===== src/cbe_pkg.sv =====
// shared constants for the cubic bezier point evaluator
package cbe_pkg;

  // width of the point count and point index fields
  localparam int CNT_W = 15;

  // guard bits above the coordinate width for the horner accumulators
  localparam int COEF_GUARD = 6;

  // register stages of the horner evaluation after t is known
  localparam int HORNER_STAGES = 6;

endpackage


===== src/cbe_axis.sv =====
// one coordinate axis: coefficients, alignment delay and horner evaluation
module cbe_axis #(
  parameter int COORD_BITS = 12,
  parameter int TF         = 16
) (
  input  logic                  clk,
  input  logic                  en,
  input  logic [COORD_BITS-1:0] p0,
  input  logic [COORD_BITS-1:0] p1,
  input  logic [COORD_BITS-1:0] p2,
  input  logic [COORD_BITS-1:0] p3,
  input  logic [TF:0]           t,
  output logic [COORD_BITS-1:0] pos
);
  import cbe_pkg::*;

  localparam int CB = COORD_BITS;
  localparam int W  = CB + COEF_GUARD;
  localparam int PW = W + TF + 2;
  localparam int L  = TF + 1;

  logic signed [CB:0]   d10, d21, d30;
  logic signed [W-1:0]  a_s [1:L];
  logic signed [W-1:0]  b_s [1:L];
  logic signed [W-1:0]  c_s [1:L];
  logic [CB-1:0]        p0_s[0:L];

  logic signed [W-1:0]  x10, x21, x30, x2110;

  logic signed [PW-1:0] m1, m2, m3;
  logic signed [W-1:0]  s1, s2;
  logic [TF:0]          th0, th1, th2, th3;
  logic signed [W-1:0]  bh0, ch0, ch1, ch2;
  logic [CB-1:0]        ph0, ph1, ph2, ph3, ph4;
  logic signed [W-1:0]  fsum;
  logic [CB-1:0]        pos_next;

  // stage 0: point differences
  always_ff @(posedge clk) begin
    if (en) begin
      d10     <= $signed({1'b0, p1}) - $signed({1'b0, p0});
      d21     <= $signed({1'b0, p2}) - $signed({1'b0, p1});
      d30     <= $signed({1'b0, p3}) - $signed({1'b0, p0});
      p0_s[0] <= p0;
    end
  end

  // stage 1: c = 3(p1-p0), b = 3(p2-p1) - c, a = p3 - p0 - 3(p2-p1)
  assign x10   = W'(d10);
  assign x21   = W'(d21);
  assign x30   = W'(d30);
  assign x2110 = x21 - x10;

  always_ff @(posedge clk) begin
    if (en) begin
      c_s[1]  <= x10 + (x10 <<< 1);
      b_s[1]  <= x2110 + (x2110 <<< 1);
      a_s[1]  <= x30 - (x21 + (x21 <<< 1));
      p0_s[1] <= p0_s[0];
    end
  end

  // wait for the divider
  for (genvar k = 2; k <= L; k++) begin : g_dly
    always_ff @(posedge clk) begin
      if (en) begin
        a_s[k]  <= a_s[k-1];
        b_s[k]  <= b_s[k-1];
        c_s[k]  <= c_s[k-1];
        p0_s[k] <= p0_s[k-1];
      end
    end
  end

  // horner: each multiply, and each floor and add, in its own stage; the last sum saturates into pos
  assign fsum = W'($signed({1'b0, ph4})) + $signed(m3[TF +: W]);

  always_comb begin
    if (fsum[W-1]) begin
      pos_next = '0;
    end else if (|fsum[W-2:CB]) begin
      pos_next = '1;
    end else begin
      pos_next = fsum[CB-1:0];
    end
  end

  always_ff @(posedge clk) begin
    if (en) begin
      m1  <= PW'(a_s[L]) * PW'($signed({1'b0, t}));
      th0 <= t;
      bh0 <= b_s[L];
      ch0 <= c_s[L];
      ph0 <= p0_s[L];

      s1  <= $signed(m1[TF +: W]) + bh0;
      th1 <= th0;
      ch1 <= ch0;
      ph1 <= ph0;

      m2  <= PW'(s1) * PW'($signed({1'b0, th1}));
      th2 <= th1;
      ch2 <= ch1;
      ph2 <= ph1;

      s2  <= $signed(m2[TF +: W]) + ch2;
      th3 <= th2;
      ph3 <= ph2;

      m3  <= PW'(s2) * PW'($signed({1'b0, th3}));
      ph4 <= ph3;

      pos <= pos_next;
    end
  end

endmodule


===== config.mk =====
export PLATFORM = sky130hd
export DESIGN_NAME = cbe_axis
export DESIGN_NICKNAME = d
export VERILOG_FILES = /design/src/cbe_pkg.sv /design/src/cbe_axis.sv
export SDC_FILE = /design/constraint.sdc
export NUM_CORES = 2
export LEC_CHECK = 0
export BUFFER_PORTS_ARGS = -buffer_cell sky130_fd_sc_hd__buf_4
export CAP_MARGIN = 20
export CORE_MARGIN = 8
export CORE_UTILIZATION = 53
export DETAILED_ROUTE_END_ITERATION = 7
export PLACE_DENSITY = 0.69
export SLEW_MARGIN = 20
export SYNTH_ARGS = -nofsm -noshare
export SYNTH_HDL_FRONTEND = slang
export SYNTH_SLANG_ARGS = --single-unit

===== constraint.sdc =====
create_clock -name clk -period 10.4 [get_ports clk]
set_clock_uncertainty 0.05 [all_clocks]
set_input_delay 1.04 -clock clk [delete_from_list [all_inputs] [get_ports clk]]
set_output_delay 1.04 -clock clk [all_outputs]
set_load 0.01 [all_outputs]

==> impl_metrics.env <==
export IMPL_core_area_sq_um=147000
export IMPL_finalMaxSlewViolations=0
export IMPL_slew_headroom_pct=28.9
export IMPL_outcome="finished clean"
export IMPL_routed_via_density=5.06
export IMPL_wl_um=126000
export IMPL_insertion_delay_ns=0.75
export IMPL_ant_nets=0
export IMPL_drive_gt1_share_pct=4.83
export IMPL_cp_max_fo=17
export IMPL_syn_cell_area_sq_um=78500
export IMPL_cts_max_level=4
export IMPL_final_common_cell="edfxtp_1"
export IMPL_synth_seq_cells=1345
export IMPL_yosysWarnings=0
export IMPL_final_seq_area_sq_um=40400
export IMPL_portBuffers=78
export IMPL_startpoint_type="flop"
export IMPL_area_growth_syn_to_layout_pct=8.93
export IMPL_finalSetupTns_ns=0
export IMPL_cts_buffer_depth=3
export IMPL_worst_ep_required_time_ns=10.82
export IMPL_period_share_pct=67.4
export IMPL_critPathKind="reg2reg"
export IMPL_cts_sinks=1345
export IMPL_fmax_mhz=143
export IMPL_numCtsBuffers=135
export IMPL_path_clk_slew_ns=0.06
export IMPL_dp_final_hpwl_um=90400
export IMPL_cts_setup_buffers=0
export IMPL_cts_tree="done"
export IMPL_multiInputGateArea_sq_um=33100
export IMPL_vias=39900
export IMPL_synth_edf_count=1345
export IMPL_path_depth=20
export IMPL_hold_depth=0
export IMPL_nets=7208
export IMPL_async_flop_share_pct=0
export IMPL_root_buffer="clkbuf_16"
export IMPL_regToRegSetupSlack_ns=3.39
export IMPL_gp_congestion=0.843
export IMPL_drc=0
export IMPL_tightest_slew_ns=1.07
export IMPL_syn_inst=5752
export IMPL_antenna_found_initial=0
export IMPL_slowest_stage="fa_1"
export IMPL_ys_seq_area_share_pct=51.4
export IMPL_critPathTopFamily="adder cells"
export IMPL_fp_dieW_um=401
export IMPL_globalRouteTotalUtil_pct=16.3
export IMPL_die_h_um=401
export IMPL_initial_utilization_pct=53.3
export IMPL_wire_per_inst_um=16.0
export IMPL_syn_area_per_cell_sq_um=13.7
export IMPL_rows=141
export IMPL_num_fill_cells=11500
export IMPL_mostFrequentLayoutCells="edfxtp_1, inv_1, fa_1, and2_1, ha_1"
export IMPL_dieArea_sq_um=161000
export IMPL_drtPass1Iterations=5
export IMPL_ioPinCount=79
export IMPL_ff2ff_path_depth=20
export IMPL_grt_max_degree=199
export IMPL_ctsResizeCount=0
export IMPL_hold_viol_final=0
export IMPL_synth_distinct_cells=64
export IMPL_grt_pass1_wl_um=215000
export IMPL_period_needed_ns=7.01
export IMPL_finalSetupViolCount=0
export IMPL_syn_num_nets=7098
export IMPL_worstPathCellList="and2_1, inv_1, fa_1, inv_1, fa_1, fa_1, fa_1, inv_1, fa_1, inv_1, ha_1, a21o_1, a21o_1, a21o_1, a21o_1, a21o_1, a41o_1, o31a_4, o41ai_2, xnor2_1"
export IMPL_end_kind="flop"
export IMPL_slowest_delay_ns=1.00
export IMPL_drtIter0Drc=2249
export IMPL_drv_cap=0
export IMPL_preCtsSetupSlack_ns=2.99
export IMPL_grt_pass1_vias=43300
export IMPL_path_buf_inv=4
export IMPL_gr_total_overflow=0
export IMPL_cts_hold_buf=0
export IMPL_rsz0062_at_grt="false"
export IMPL_arrival_ns=7.43
export IMPL_synthFlopType="edfxtp_1"
export IMPL_setup_ws_ns=3.39
export IMPL_hold_class="reg2reg"
[cell type report]
class / instances / share of cell area [%]
diodes: 1 / 0.00292
clock buffers: 168 / 4.19
clock inverters: 71 / 0.796
inverters: 1250 / 5.48
multi-input cells: 3042 / 38.6
flip-flops and latches: 1345 / 47.2
well taps: 1930 / 2.82
repair buffers: 88 / 0.869
[kinds of logic after synthesis]
logic type,after synthesis,share of synthesized area [%]
DFF,1345,51.4
muxes,1,0.0127
xor gates and xnor gates,168,1.87
adders and majority gates,1279,28.9
buffers and inverters,1365,6.52
and+or+nand+nor,1216,7.98
AOI/OAI and AO/OA,378,3.27
[layer usage]
metal  routed length [um]  global-route usage (%)  vias up
met1                52900                    20.8    20200
li1                     -                       -    18700
met3                 4540                    2.41      252
met4                 3800                    5.66        0
met2                65000                    28.6      714
met5                    0                       0        -
[worst register-to-register path, stage by stage (launching register included)]
cell and delay, ns:
edfxtp_1 0.78, and2_1 0.28, inv_1 0.07, fa_1 0.62, inv_1 0.13, fa_1 1.00
fa_1 0.56, fa_1 0.55, inv_1 0.05, fa_1 0.47, inv_1 0.04, ha_1 0.31
a21o_1 0.17, a21o_1 0.17, a21o_1 0.18, a21o_1 0.17, a21o_1 0.17, a41o_1 0.25
o31a_4 0.32, o41ai_2 0.31, xnor2_1 0.10
[path summary, 6_finish.rpt]
kind                         start              endpoint
min           b_s[10][5]$_DFFE_PP_  b_s[11][5]$_DFFE_PP_
max          a_s[0][322]$_DFFE_PP_      m1[33]$_DFFE_PP_
min reg2reg   b_s[10][5]$_DFFE_PP_  b_s[11][5]$_DFFE_PP_
max reg2reg  a_s[0][322]$_DFFE_PP_      m1[33]$_DFFE_PP_
[cell usage after synthesis, types with 3 or more instances]
cell type     n  area share (%)
a21o_1       37            0.35
nor2b_1      33            0.26
and4_1        6           0.067
a311oi_1      6           0.067
a31oi_1       9           0.072
fa_1        894              23
a21boi_1     24            0.23
o21ai_1      51            0.32
nor3b_1       3           0.029
o21bai_1     11            0.11
o41ai_1      11            0.12
and2_1      553             4.4
o21a_1       25            0.24
o2111ai_1     7           0.078
o41ai_2       4           0.083
a41o_1        3           0.038
nand2b_1     13            0.10
nand3_1      21            0.13
a21oi_1      96            0.61
or3_1         6           0.048
o211ai_1      3           0.029
nor2_1      138            0.66
inv_1      1250             6.0
o21ai_0      31            0.20
xnor2_1     127             1.4
a31o_1        3           0.033
o31a_1        5           0.056
ha_1        385             6.1
nor3_1       40            0.25
edfxtp_1   1345              51
o311ai_1      6           0.067
nand2_1     379             1.8
clkbuf_1    115            0.55
o31ai_1       5           0.048
o211a_1       3           0.038
nand4_1       4           0.032
a41oi_1       3           0.033
nor4_1        3           0.024
a211oi_1      8           0.076
a211o_1       8           0.089
and3_1       12           0.096
xor2_1       41            0.46
[state kept, by name, indices dropped and copies added, names as in the netlist, 18 cells and up]
name and cells:
a_s 272, b_s 272, c_s 255, p0_s 216, m1 18, m2 18, m3 18, s1 18
s2 18
[through the flow]
step                utilization (%)  std cells  area, sq um  hold WS (ns)
global route                   58.0       7894        85600         0.343
CTS                            58.0       7894        85500         0.333
detailed placement             55.1       7655        81300         0.355
finish                         58.0       7895        85600         0.334
floorplan                         -       5752        78500         0.350
global placement               55.1       7655        81300         0.350
Power is not shown: default switching activity piles up to over one toggle a cycle in this logic, so the estimate is an artifact.
