$ cat src/cbe_pkg.sv
// shared constants for the cubic bezier point evaluator
package cbe_pkg;

  // width of the point count and point index fields
  localparam int CNT_W = 15;

  // guard bits above the coordinate width for the horner accumulators
  localparam int COEF_GUARD = 6;

  // register stages of the horner evaluation after t is known
  localparam int HORNER_STAGES = 6;

endpackage

$ cat src/cbe_div.sv
// pipelined restoring divider forming t = index / (count - 1) in fixed point
module cbe_div #(
  parameter int TF = 16
) (
  input  logic                      clk,
  input  logic                      en,
  input  logic [cbe_pkg::CNT_W-1:0] point_count,
  input  logic [cbe_pkg::CNT_W-1:0] point_index,
  output logic [TF:0]               t,
  output logic                      clamp
);
  import cbe_pkg::*;

  localparam int L = TF + 1;

  logic [CNT_W-1:0] idx0;
  logic [CNT_W-1:0] dv     [0:L];
  logic [CNT_W-1:0] rem    [1:L];
  logic [TF:0]      quo    [1:L];
  logic             clamp_s[0:L];
  logic             tzero_s[0:L];

  logic             ge1;

  // stage 0: divisor and special cases
  always_ff @(posedge clk) begin
    if (en) begin
      idx0       <= point_index;
      dv[0]      <= point_count - CNT_W'(1);
      clamp_s[0] <= point_index >= point_count;
      tzero_s[0] <= point_count == CNT_W'(1);
    end
  end

  // stage 1: integer bit of the quotient
  assign ge1 = idx0 >= dv[0];

  always_ff @(posedge clk) begin
    if (en) begin
      rem[1]     <= ge1 ? idx0 - dv[0] : idx0;
      quo[1]     <= {TF'(0), ge1};
      dv[1]      <= dv[0];
      clamp_s[1] <= clamp_s[0];
      tzero_s[1] <= tzero_s[0];
    end
  end

  // one fraction bit per stage
  for (genvar k = 2; k <= L; k++) begin : g_step
    logic [CNT_W:0]   shl;
    logic             ge;
    logic [CNT_W-1:0] rem_next;
    logic [TF:0]      quo_next;

    assign shl      = {rem[k-1], 1'b0};
    assign ge       = shl >= {1'b0, dv[k-1]};
    assign rem_next = ge ? CNT_W'(shl - {1'b0, dv[k-1]}) : shl[CNT_W-1:0];

    if (k == L) begin : g_last
      always_comb begin
        if (clamp_s[k-1]) begin
          quo_next = {1'b1, TF'(0)};
        end else if (tzero_s[k-1]) begin
          quo_next = '0;
        end else begin
          quo_next = {quo[k-1][TF-1:0], ge};
        end
      end
    end else begin : g_mid
      assign quo_next = {quo[k-1][TF-1:0], ge};
    end

    always_ff @(posedge clk) begin
      if (en) begin
        rem[k]     <= rem_next;
        quo[k]     <= quo_next;
        dv[k]      <= dv[k-1];
        clamp_s[k] <= clamp_s[k-1];
        tzero_s[k] <= tzero_s[k-1];
      end
    end
  end

  assign t     = quo[L];
  assign clamp = clamp_s[L];

endmodule

$ cat config.mk
export PLATFORM = sky130hd
export DESIGN_NAME = cbe_div
export DESIGN_NICKNAME = d
export VERILOG_FILES = /design/src/cbe_pkg.sv /design/src/cbe_div.sv
export SDC_FILE = /design/constraint.sdc
export NUM_CORES = 1
export LEC_CHECK = 0
export BUFFER_PORTS_ARGS = -buffer_cell sky130_fd_sc_hd__buf_2
export CAP_MARGIN = 10
export CORE_UTILIZATION = 45
export DETAILED_ROUTE_END_ITERATION = 8
export PLACE_DENSITY = 0.7
export SYNTH_ARGS = -nofsm -noshare
export SYNTH_HDL_FRONTEND = slang
export SYNTH_SLANG_ARGS = --single-unit
$ cat constraint.sdc
create_clock -name clk -period 3 [get_ports clk]
set_clock_uncertainty 0.05 [all_clocks]
set_input_delay 0.15 -clock clk [delete_from_list [all_inputs] [get_ports clk]]
set_output_delay 0.15 -clock clk [all_outputs]
set_load 0.005 [all_outputs]
==> out/metrics.cfg, run 1 <==
[status]
status=finished clean

[yosys]
synth-main-ff-cell=edfxtp_1
yosysWarnings=0
synth_top_area_cell=edfxtp_1
synth_cells=3020
synthesis.area_sq_um=37000
synth_cell_types=84
ys_ff_latch=698
avgSynthCellArea_sq_um=12.2
synth_area_leaders=edfxtp_1 57%, ha_1 9.2%, mux2_2 3.6%
synth.yosys.seq_area_share_pct=56.7
async_reset_ff_share_pct=0
synth_top_area_share_pct=56.7
synth_fp_nets=3339
synth-edff-count=698

[critical_path]
path_max_fanout=7
path_cells=fa_2 > a21o_1 > a21o_1 > a211o_1 > a211oi_2 > a221oi_2 > nor3_4 > clkinv_4 > buf_12 > mux2_4
required_ns=3.32
cp-end-kind=flip-flop
r2r.worst_path.cells=10
cp.depth=10
cpPeakStageDelay_ns=0.42
worstPathArrival_ns=3.29
crit_slowest_cell=edfxtp_1
worst-path-buf-inv=2
critical_path_class=reg2reg
worst_setup_path_start_kind=flip-flop
crit_path_frequent_cell=a21o_1
crit_family=compound AO/OA/AOI/OAI gates

[placement]
hpwl_um=52100
io_buffers=49
place_congestion=0.868
dp.cells=4177

[drt]
avgViaCountPerCell=5.31
wl_um=72000
avgRoutedWirePerCell_um=16.5
dr_wl_met2_um=34700
vias=23181
wl_met1_um=32800
first_iter_violations=1726
topRoutingLayerUsed=met4
dr.pass1.iters=5
dr_wl_met3_um=2700
drc_errors=0
final_antenna_net_count=0

[floorplanning]
io-pin-count=50
initial_core_util_pct=45.7
rows=104
core_area_sq_um=80900
die_x_um=289
die_y_um=289
die-area_sq_um=83300

[power_and_ir_drop]
ir_worst_vdd_uv=454
cellPowerDensity_nw_per_um2=981
p_leak_uw=0.0170

[global_routing]
antenna_found_initial=0
grt_pass1_wl_um=115000
grt_max_degree=130
grt_pass1_vias=22451
overflow=0
gr-usage-all-layers_pct=17.3

[min_path]
hp-class=in2reg
hold_depth=4

[clock_network]
cts_tree=done
clock_sinks=698
clkTransAtPathRegs_ns=0.06
clock_path_buffers=3
htree_num_levels=3
root_buffer=clkbuf_16
clock_latency_ns=0.63
cts_buffers=77

[cells_and_area]
nNetsFinal=3567
multi_input_area_sq_um=14500
diodes=0
fin_cells=4368
final_cell_mix=698 x edfxtp_1, 343 x inv_1, 269 x ha_1
fillers=6869
area_delta_synth_final_pct=14.5
final_common_cell=edfxtp_1
regArea_sq_um=21000
drive_gt1_share_pct=14.6
final_util_pct=52.3

[sta]
fmax_mhz=336
whs_ns=0.0680
finalCriticalPeriod_ns=2.97
rsz0062_at_grt=yes
fin_crit_sh_pct=99.1
drv_slew=0
worst_slew_pin_slew_ns=0.768
relSlewSlack_pct=48.3
hold_viol=0
setup_viol=0

[run]
max_cap_violations=0

[Yosys cell counts (all sizes together), types with 16 or more instances]
library cell,n
nand2b,43
o21a,38
o21ai,164
o211ai,19
nand2,134
and3,22
edfxtp,698
and2,26
a31oi,22
a21o,70
nor3,41
xor2,66
a21oi,177
inv,345
o31ai,29
mux2,126
a211oi,51
nor2,191
nand3,41
nor2b,34
buf,43
fa,16
nand4,27
ha,271
o21bai,23
clkbuf,22
xnor2,99
[layout make-up]
cell class | count | share of cell area [%]
flip-flops and latches | 698 | 49.5
clock buffers | 99 | 4.85
clock inverters | 40 | 0.932
repair buffers | 214 | 4.20
well taps | 1060 | 3.13
inverters | 345 | 3.08
multi-input cells | 1912 | 34.3
[repair_timing]
| action | in CTS | in global routing |
|---|---|---|
| buffers inserted | 2 | 13 |
| endpoints found under the hold margin | 49 | 0 |
| gates resized for setup | 2 | 43 |
| hold buffers | 38 | 0 |
| pin swaps | 1 | 11 |
| setup endpoints to repair | 14 | 150 |
[registers in the layout, indices dropped and copies added, names as in the netlist]
signal and count:
dv 255, rem 240, quo 153, clamp_s 18
tzero_s 17, idx0 15
[worst register-to-register path: stages, from the launching register on]
cell and delay [ns]:
edfxtp_1 0.42, fa_2 0.42, a21o_1 0.17, a21o_1 0.18
a211o_1 0.29, a211oi_2 0.26, a221oi_2 0.13, nor3_4 0.25
clkinv_4 0.10, buf_12 0.15, mux2_4 0.30
[report_power, final]
| part | leakage (uW) | total, uW | switching [uW] | internal, uW |
|---|---|---|---|---|
| Combinational | 0.00901 | 17100 | 8970 | 8160 |
| Sequential | 0.00683 | 15300 | 1300 | 14000 |
| Clock | 0.00118 | 9130 | 3830 | 5300 |
| Total | 0.0170 | 41500 | 14100 | 27400 |
[per-layer routing]
| layer | vias to the layer above | global-route usage [%] |
|---|---|---|
| met5 | - | 0 |
| met4 | 0 | 5.26 |
| met3 | 135 | 2.67 |
| met2 | 456 | 29.1 |
| met1 | 10977 | 22.9 |
| li1 | 11613 | - |
[logic make-up (layout without fill, tap and decap cells)]
logic type | count (synthesis) | in the layout | synth area share, %
AOI/OAI and AO/OA | 704 | 704 | 12.4
DFF | 698 | 698 | 56.7
and+or+nand+nor | 623 | 623 | 8.31
buffers and inverters | 410 | 698 | 4.50
adders and majority gates | 287 | 287 | 10.0
xor gates and xnor gates | 165 | 165 | 3.91
muxes | 133 | 133 | 4.09
[worst paths after layout]
check / from / to / slack, ns
worst max-delay path: rem[0][180] / rem[0][200] / 0.03
worst min-delay path: point_count[9] / dv[0][11] / 0.07
worst max register to register: rem[0][180] / rem[0][200] / 0.03
worst min register to register: quo[6][2] / quo[6][20] / 0.33
[stage by stage]
stage          total power, uW  setup TNS (ns)  cell area, sq um  setup slack (ns)
6_report                 41500               0             42300            0.0269
5_1_grt                  44300          -0.547             42300           -0.0667
2_1_floorplan            27400               0             37000            0.0141
3_5_place_dp             32000          -0.149             39200           -0.0268
3_3_place_gp             31800               0             39200            0.0609
4_1_cts                  41400               0             42000           0.00436
(Power assumes the default switching activity.)
==> inputs of run 2 (changes only) <==
--- a/config.mk
+++ b/config.mk
@@ -7,9 +7,11 @@
 export LEC_CHECK = 0
 export BUFFER_PORTS_ARGS = -buffer_cell sky130_fd_sc_hd__buf_2
 export CAP_MARGIN = 10
-export CORE_UTILIZATION = 45
+export CELL_PAD_IN_SITES_DETAIL_PLACEMENT = 1
+export CELL_PAD_IN_SITES_GLOBAL_PLACEMENT = 2
+export CORE_UTILIZATION = 41
 export DETAILED_ROUTE_END_ITERATION = 8
-export PLACE_DENSITY = 0.7
+export PLACE_DENSITY = 0.85
 export SYNTH_ARGS = -nofsm -noshare
 export SYNTH_HDL_FRONTEND = slang
 export SYNTH_SLANG_ARGS = --single-unit
==> out/metrics.cfg, run 2 (same netlist as run 1, synthesis figures left out) <==
[cells_and_area]
drive_gt1_share_pct=15.5
nNetsFinal=3581
largest_reg_flops=255
stdcell_area_sq_um=42800
regMostFlops=dv
fillers=9162
largestRegisters=dv: 255 flops, rem: 240 flops, quo: 153 flops
area_delta_synth_final_pct=15.8
final_common_cell=edfxtp_1
diodes=0
final_cell_mix=698 x edfxtp_1, 342 x inv_1, 268 x ha_1

[critical_path]
crit_family=compound AO/OA/AOI/OAI gates
worstPathArrival_ns=3.27
r2r_slack_ns=0.05
cp.depth=9
r2r_end=rem[0][203]
path_cells=fa_2 > a21o_1 > a21o_1 > a211o_1 > a211oi_2 > a221oi_2 > nor3_4 > inv_4 > mux2_4
reg2reg_from=rem[0][180]
cpPeakStageDelay_ns=0.43
cp-end-kind=flip-flop
worst-path-buf-inv=1
crit_path_frequent_cell=a21o_1
r2r.worst_path.cells=9
startpoint=rem[0][180]
cp-endpoint=rem[0][203]
path_max_fanout=13
critical_path_class=reg2reg
worst_setup_path_start_kind=flip-flop
required_ns=3.32
crit_slowest_cell=edfxtp_1

[placement]
io_buffers=49
hpwl_um=63700
place_congestion=0.859
place_area_sq_um=39400

[clock_network]
clkTransAtPathRegs_ns=0.06
clock_sinks=698
cts_tree=done
clock_path_buffers=3
htree_num_levels=3
cts_buffers=78
clock_latency_ns=0.63
root_buffer=clkbuf_16

[sta]
finalCriticalPeriod_ns=2.95
relSlewSlack_pct=54.7
drv_slew=0
worst_slew_pin_slew_ns=0.674
rsz0062_at_grt=yes
setup_viol=0
fmax_mhz=340
hold_viol=0
fin_crit_sh_pct=98.2
whs_ns=0.0898

[power_and_ir_drop]
p_leak_uw=0.0172
p_sw_uw=15000
seqPwrFrac_pct=35.6
ir_worst_vdd_uv=422
combPwrFrac_pct=41.8
internal_power_uw=28100
p_sw_share_pct=34.8
cellPowerDensity_nw_per_um2=1010
pwr-share-clk_pct=22.6

[floorplanning]
die_y_um=302
initial_core_util_pct=41.6
die-area_sq_um=91300
core_area_sq_um=88800
die_x_um=302
io-pin-count=50
rows=109

[drt]
dr.pass1.iters=5
drc_errors=0
avgRoutedWirePerCell_um=19.4
final_antenna_net_count=0
avgViaCountPerCell=5.37
vias=24081
wl_um=87100
first_iter_violations=1200

[global_routing]
overflow=0
gr-usage-all-layers_pct=19.2
grt_pass1_vias=25862
grt_pass1_wl_um=140000
antenna_found_initial=0
grt_max_degree=89

[run]
max_cap_violations=0

[min_path]
hp-class=in2reg

[status]
status=finished clean

[run 2: cell count changes in the layout (fill, tap and decap cells not counted), moves of 4 or more]
cell	previous run	this run
buf_4	111	119
bufinv_16	5	9
clkbuf_1	20	15
clkbuf_16	79	83
clkinv_1	11	16
fa_1	10	6
fa_2	6	10
[run 2: per-stage QoR]
stage / power [uW] / TNS, ns / setup WS (ns) / instances / util (%)
2_1_floorplan: 27400 / 0 / 0.0141 / 3020 / -
3_3_place_gp: 32100 / -0.000989 / -0.000989 / 4286 / 44.4
3_5_place_dp: 32800 / -0.755 / -0.0434 / 4286 / 44.4
4_1_cts: 43100 / 0 / 0.0000946 / 4476 / 47.9
5_1_grt: 45800 / -0.0264 / -0.00931 / 4488 / 48.2
6_report: 43000 / 0 / 0.0549 / 4488 / 48.2
[run 2: worst min-delay path by stage]
stage	start	endpoint	slack (ns)	depth (start not counted)
after global routing	point_count[3]	dv[0][7]	0.07	4
after global placement	point_index[1]	idx0[1]	0.30	1
final	point_count[3]	dv[0][7]	0.09	4
after floorplan	point_index[0]	idx0[0]	0.20	0
after detailed placement	point_index[0]	idx0[0]	0.30	1
after CTS	point_count[3]	dv[0][7]	0.009	4
[run 2: final cells by class]
| cell class | count | area [sq um] | share of cell area [%] |
|---|---|---|---|
| repair inverters | 1 | 17.5 | 0.0409 |
| clock buffers | 98 | 2130 | 4.98 |
| repair buffers | 226 | 1880 | 4.39 |
| clock inverters | 43 | 450 | 1.05 |
| multi-input cells | 1912 | 14600 | 34.1 |
| inverters | 345 | 1310 | 3.06 |
| flip-flops and latches | 698 | 21000 | 49.0 |
| well taps | 1165 | 1460 | 3.41 |
[run 2: per-layer routing]
metal	track usage (%)	vias to the layer above	part of all wire, %
li1	-	11639	-
met2	33.6	341	50
met4	4.80	0	1.8
met3	2.67	126	3.2
met1	25.0	11975	45
met5	0	-	0
[run 2: power by group through the flow]
stage	sequential [uW]	clock (uW)	combinational, uW
finish	15300	9730	18000
global route	15500	10400	19900
CTS	15400	10000	17700
detailed placement	15600	0	17300
global placement	15500	0	16500
floorplan	14800	0	12700
[run 2: worst min-delay path: stages]
cell and delay (ns):
buf_2 0.11, nor4_1 0.09, a41o_1 0.25, nand2_1 0.06
[run 2: what timing repair did]
| action | 4_1_cts | 5_1_grt |
|---|---|---|
| hold buffers | 38 | 0 |
| pin swaps | 3 | 15 |
| setup buffers | 11 | 11 |
| setup endpoints to repair | 82 | 142 |
| gates cloned | 0 | 2 |
| gates resized for setup | 13 | 54 |
| hold endpoints to repair | 56 | 0 |
